`config.mk`:
```
export PLATFORM = sky130hd
export DESIGN_NAME = sse_exec
export DESIGN_NICKNAME = d
export VERILOG_FILES = /design/src/rtl/sse_pkg.sv /design/src/rtl/sse_exec.sv
export SDC_FILE = /design/constraint.sdc
export NUM_CORES = 1
export LEC_CHECK = 0
export ABC_CLOCK_PERIOD_IN_PS = 2300
export BUFFER_PORTS_ARGS = -buffer_cell sky130_fd_sc_hd__buf_2
export CAP_MARGIN = 0
export CORE_AREA = 2 2 89 91
export DETAILED_ROUTE_END_ITERATION = 10
export DIE_AREA = 0 0 91 93
export PLACE_DENSITY = 0.86
export SYNTH_ARGS = -nofsm -noshare
export SYNTH_HDL_FRONTEND = slang
export SYNTH_SLANG_ARGS = --single-unit
```
`constraint.sdc`:
```
create_clock -name vclk -period 2.3
set_clock_uncertainty 0.2 [all_clocks]
set_input_delay 0.115 -clock vclk [all_inputs]
set_output_delay 0.115 -clock vclk [all_outputs]
set_load 0.02 [all_outputs]
```
`src/rtl/sse_pkg.sv`:
```
// ----------------------------------------------------------------------------
// Sparse set engine package
// Shared command and status codes, beat payloads and the table write bundle.
// ----------------------------------------------------------------------------
package sse_pkg;

    localparam int KEY_W   = 10;
    localparam int SLOT_W  = 10;
    localparam int CMD_W   = 3;
    localparam int STAT_W  = 2;
    localparam int CNT_W   = 11;

    // Presence tags carry the clear epoch that wrote them; zero means absent.
    localparam int EPOCH_W = 3;
    localparam logic [EPOCH_W-1:0] EPOCH_FIRST = EPOCH_W'(1);
    localparam logic [EPOCH_W-1:0] EPOCH_LAST  = {EPOCH_W{1'b1}};
    localparam logic [EPOCH_W-1:0] TAG_ABSENT  = '0;

    localparam logic [CMD_W-1:0] CMD_INSERT = 3'd0;
    localparam logic [CMD_W-1:0] CMD_REMOVE = 3'd1;
    localparam logic [CMD_W-1:0] CMD_QUERY  = 3'd2;
    localparam logic [CMD_W-1:0] CMD_READ   = 3'd3;
    localparam logic [CMD_W-1:0] CMD_CLEAR  = 3'd4;

    localparam logic [STAT_W-1:0] ST_OK          = 2'd0;
    localparam logic [STAT_W-1:0] ST_PRESENT     = 2'd1;
    localparam logic [STAT_W-1:0] ST_NOT_PRESENT = 2'd2;
    localparam logic [STAT_W-1:0] ST_BEYOND      = 2'd3;

    typedef struct packed {
        logic [CMD_W-1:0]  cmd;
        logic [KEY_W-1:0]  key;
        logic [SLOT_W-1:0] slot;
    } t_item;

    typedef struct packed {
        logic [STAT_W-1:0] status;
        logic              is_member;
        logic [KEY_W-1:0]  key_position;
        logic [KEY_W-1:0]  key_at_slot;
        logic [CNT_W-1:0]  member_count;
    } t_result;

    // One write per table per item; addresses and data are zero-extended.
    typedef struct packed {
        logic               tag_en;
        logic [KEY_W-1:0]   tag_addr;
        logic [EPOCH_W-1:0] tag_data;
        logic               pos_en;
        logic [KEY_W-1:0]   pos_addr;
        logic [KEY_W-1:0]   pos_data;
        logic               list_en;
        logic [KEY_W-1:0]   list_addr;
        logic [KEY_W-1:0]   list_data;
    } t_wr;

endpackage

```
`src/rtl/sse_exec.sv`:
```
// ----------------------------------------------------------------------------
// Sparse set engine execute logic
// Forwards the previous item's writes, decides the command and forms the
// result, the table writes and the next member count.
// ----------------------------------------------------------------------------
module sse_exec import sse_pkg::*; #(
    parameter int DEPTH = 1024,
    parameter int AW    = 10,
    parameter int CW    = 11
) (
    input  t_item              i_item,
    input  logic [AW-1:0]      i_list_addr,
    input  logic [EPOCH_W-1:0] i_tag_q,
    input  logic [AW-1:0]      i_pos_q,
    input  logic [AW-1:0]      i_list_q,
    input  t_wr                i_last_wr,
    input  logic [CW-1:0]      i_count,
    input  logic [EPOCH_W-1:0] i_epoch,
    output t_result            o_result,
    output t_wr                o_wr,
    output logic [CW-1:0]      o_count
);

    logic [AW-1:0]      key_idx;
    logic               key_ok;
    logic [EPOCH_W-1:0] tag_b;
    logic [AW-1:0]      pos_b;
    logic [AW-1:0]      list_b;
    logic               member_pre;
    logic               member_post;
    logic               insert_done;
    logic [AW-1:0]      cnt_idx;

    assign key_idx = i_item.key[AW-1:0];
    assign key_ok  = {1'b0, i_item.key} < 11'(DEPTH);
    assign cnt_idx = i_count[AW-1:0];

    assign tag_b  = (i_last_wr.tag_en && i_last_wr.tag_addr[AW-1:0] == key_idx)
                    ? i_last_wr.tag_data : i_tag_q;
    assign pos_b  = (i_last_wr.pos_en && i_last_wr.pos_addr[AW-1:0] == key_idx)
                    ? i_last_wr.pos_data[AW-1:0] : i_pos_q;
    assign list_b = (i_last_wr.list_en && i_last_wr.list_addr[AW-1:0] == i_list_addr)
                    ? i_last_wr.list_data[AW-1:0] : i_list_q;

    assign member_pre = key_ok && (tag_b == i_epoch);

    always_comb begin
        o_wr                   = '0;
        o_count                = i_count;
        o_result               = '0;
        o_result.status        = ST_OK;
        member_post            = member_pre;
        insert_done            = 1'b0;
        case (i_item.cmd)
            CMD_INSERT: begin
                if (!key_ok) begin
                    o_result.status = ST_NOT_PRESENT;
                end else if (member_pre) begin
                    o_result.status = ST_PRESENT;
                end else if (i_count < CW'(DEPTH)) begin
                    insert_done    = 1'b1;
                    member_post    = 1'b1;
                    o_wr.list_en   = 1'b1;
                    o_wr.list_addr = KEY_W'(cnt_idx);
                    o_wr.list_data = KEY_W'(key_idx);
                    o_wr.pos_en    = 1'b1;
                    o_wr.pos_addr  = KEY_W'(key_idx);
                    o_wr.pos_data  = KEY_W'(cnt_idx);
                    o_wr.tag_en    = 1'b1;
                    o_wr.tag_addr  = KEY_W'(key_idx);
                    o_wr.tag_data  = i_epoch;
                    o_count        = i_count + CW'(1);
                end
            end
            CMD_REMOVE: begin
                if (!member_pre) begin
                    o_result.status = ST_NOT_PRESENT;
                end else begin
                    // The last member fills the freed slot.
                    member_post    = 1'b0;
                    o_wr.list_en   = 1'b1;
                    o_wr.list_addr = KEY_W'(pos_b);
                    o_wr.list_data = KEY_W'(list_b);
                    o_wr.pos_en    = 1'b1;
                    o_wr.pos_addr  = KEY_W'(list_b);
                    o_wr.pos_data  = KEY_W'(pos_b);
                    o_wr.tag_en    = 1'b1;
                    o_wr.tag_addr  = KEY_W'(key_idx);
                    o_wr.tag_data  = TAG_ABSENT;
                    o_count        = i_count - CW'(1);
                end
            end
            CMD_QUERY: begin
                if (!member_pre) begin
                    o_result.status = ST_NOT_PRESENT;
                end
            end
            CMD_READ: begin
                if ({1'b0, i_item.slot} >= 11'(i_count)) begin
                    o_result.status = ST_BEYOND;
                end else begin
                    o_result.key_at_slot = KEY_W'(list_b);
                end
            end
            CMD_CLEAR: begin
                member_post = 1'b0;
                o_count     = '0;
            end
            default: begin
            end
        endcase

        o_result.is_member = member_post;
        if (member_post) begin
            o_result.key_position = insert_done ? KEY_W'(cnt_idx) : KEY_W'(pos_b);
        end
        o_result.member_count = CNT_W'(o_count);
    end

endmodule

```
After elaboration in Yosys (flattened, before gate mapping). Cells that the tools add are included. Widths: inputs -> output; s select.

Flip-flop bits (word level): 0. Input bits: 126.

Reduce and logical (&&, ||, !) cells: 6. Order comparisons: 2. $add $sub $neg: 2. Mux-type cells: 24. Equal/unequal tests: 8.

Operator list (count): $mux 56 (3); $pmux 56 s2 (1); $mux 10 (6); $mux 11 (3); $pmux 11 s3 (1); $eq 10x10->1 (3); $add 11x1->11 const B (1); $ge 10x11->1 (1); $lt 11x11->1 const B (1); $sub 11x1->11 const B (1); $eq 3x2->1 const B (2); $pmux 2 s3 (1); $mux 1 (5); $mux 2 (2); $reduce_or 2->1 (2); $eq 3x1->1 const B (1); $eq 3x3->1 (1); $eq 3x3->1 const B (1); $logic_and 1x1->1 (3); $logic_not 3->1 (1); $mux 3 (1); $pmux 1 s2 (1).

Longest topological paths before layout.
Word-level depth: 8. Mapped depth: 11. Mapped depth without buffers: 10.

Least setup slack after synthesis. No wires, ideal clock.

Kind: input to output. Start point: in i_count[4]. End point: out o_result[11] in the netlist's numbering. Stages: 9. Arrival: 2.259 ns. Slack: -0.274 ns. Data required time: 1.985 ns. Cells stage by stage: clkbuf_1 > inv_1 > ha_1 > a2111oi_0 > o21ai_0 > a221o_1 > a211o_1 > clkbuf_1 > nor2_1.

RTL lines: from (decl) (RTL line sse_exec.sv:17) `input logic [CW-1:0] i_count,`; to (decl) (RTL line sse_exec.sv:19) `output t_result o_result,`.

==> impl_metrics.ini <==
[route]
wl_um = 16520
remaining_drc_errors = 0
wire_per_inst_um = 22.75
vias = 4133
viasPerCell = 5.693
dr.pass1.iters = 4
drt_iter0_markers = 200
ant_nets = 0

[critical_path]
cp.required_ns = 1.99
crit_chain = buf_6 > xnor2_2 > nand4_1 > buf_4 > o32ai_4 > nand4_2 > buf_12 > buf_4 > buf_6 > o32a_1 > o21ai_2 > buf_4
startpoint_type = input port
crit_path_top_delay_cell = o32a_1
cp_common_cell = buf_4
end_kind = primary output
cp_slowest_stage_delay_ns = 0.29
path_max_fanout = 8
arrival_ns = 2.50
crit_type = in -> out

[floorplan]
dieWidth_um = 91
start_util_pct = 32.81
core_um2 = 7527
die_area_um2 = 8463
io_pins = 227
fp.dieH_um = 93
rows = 32

[global_routing]
overflow = 0
grt_pass1_wl_um = 23110
antenna_found_initial = 1
grt_max_degree = 28
grt_pass1_vias = 4130
track_usage_pct = 34.20

[placement]
hpwl_um = 9749
io_buffer_count = 227
post-place-ws_ns = -0.4368
globalplace.congestion = 0.9850

[yosys]
syn-cell-area_um2 = 2470
ys_types = 53
yosysWarnings = 0
synth_top_area_share_pct = 12.77
synth_fp_nets = 510
seq_area_frac_synth_pct = 0
synth_area_per_cell_um2 = 6.657
yosysTopAreaCell = xnor2_1
synth_area_leaders = xnor2_1 13%, buf_4 10%, mux2i_1 8.5%, ha_1 6.6%, nor2_1 5.5%
synth_cells = 371

[power]
power_leakage_nw = 2.499
p_total_mw = 1.068
powerDensity_nw_per_um2 = 187.0
ir_worst_vdd_uv = 99.49

[finish]
final-seq-area_um2 = 0
antenna_cells = 0
clock_buffer_count = 0
layout-drive-gt1-share_pct = 67.31
layout_commonest_cell = buf_2
nFlopsAndLatches = 0
mostFrequentLayoutCells = 118 x buf_2, 103 x buf_6, 75 x buf_4, 26 x xnor2_1, 25 x nor2_1
fin_nets = 765
layout-area-overhead-vs-synth_pct = 131.3

[sta]
fin_setup_tns_ns = -37.09
setup_viol = 101
slew_violations = 0
rsz0062_at_grt = yes
finalCritPeriodShare_pct = 122.2
maxSlewHeadroom_pct = 48.68
hold_viol_final = 0
post-route-worst-setup-slack_ns = -0.5104
period_minus_slack_ns = 2.810
tightestPinTransition_ns = 0.7669
fmax_ghz = 0.3558

[hold_path]
worstHoldPathCells = 3
hold_path_class = in -> out

[outcome]
violations = setup timing
status = finished with violations

[clocking]
cts_hold_buf = 0

[job]
maxCapViolations = 0
[layer usage]
layer	GRT usage [%]	wire length, um
met2	64.51	8338
met3	7.494	1506
met1	36.98	5635
met5	0	17
met4	13.64	1021
[cells in the mapped netlist, drive strengths merged (2+ instances only)]
cell	n
and3	4
and2	12
nand4	13
nand2	26
o21ai	24
o32a	2
xnor2	36
nor2	36
nand3	7
a311oi	2
nor4	6
a2111oi	3
o221ai	4
a211oi	10
o22ai	10
a221o	2
nor4b	3
a32oi	2
nor3	5
or2	2
mux2i	21
a21oi	8
a22oi	2
o21a	3
clkbuf	16
o211ai	3
buf	46
inv	14
nand3b	2
and4	2
nand2b	10
nor3b	2
nor2b	6
or3	2
ha	13
a21o	3
[logic make-up after synthesis]
kind of cell	after synthesis	share of synthesized area (%)
and+or+nand+nor	138	30.09
adders and majority gates	13	6.586
buffers and inverters	76	17.73
AOI/OAI and AO/OA	86	23.86
xor gates and xnor gates	36	12.77
muxes	22	8.966
[layout make-up]
cell class	count	area [um2]
repair buffers	315	2686
multi-input cells	295	2843
well taps	102	127.6
fillers	516	1815
inverters	14	55.05
[power breakdown]
group / internal, mW / switching, mW
Clock: 0 / 0
Combinational: 0.511 / 0.557
Sequential: 0 / 0
Total: 0.511 / 0.557
[critical path: cells and delay by family]
kind                      cells  cell delay [ns]
AOI/OAI and AO/OA             3             0.75
and+or+nand+nor               2             0.45
buffers and inverters         6             1.00
xor gates and xnor gates      1             0.18
[path summary, 6_finish.rpt]
check | from | endpoint
worst max-delay path | i_last_wr[53] | o_result[0]
worst min-delay path | i_epoch[1] | o_wr[43]
[metrics by stage]
| stage | instances | cell area (um2) | hold WS [ns] | utilization [%] |
|---|---|---|---|---|
| after detailed placement | 699 | 4063 | 0.4454 | 53.97 |
| after floorplan | 371 | 2703 | 0.1988 | - |
| after global routing | 726 | 5712 | 0.4382 | 75.88 |
| after CTS | 712 | 5207 | 0.4469 | 69.18 |
| after global placement | 699 | 4063 | 0.4286 | 53.97 |
| final | 726 | 5712 | 0.4295 | 75.88 |
[repair_timing]
item / CTS / global route
gates resized for setup: 272 / 88
pin swaps: 21 / 38
endpoints found under the setup margin: 101 / 101
setup buffers: 10 / 13
cloned: 3 / 2
(Power assumes the default switching activity.)
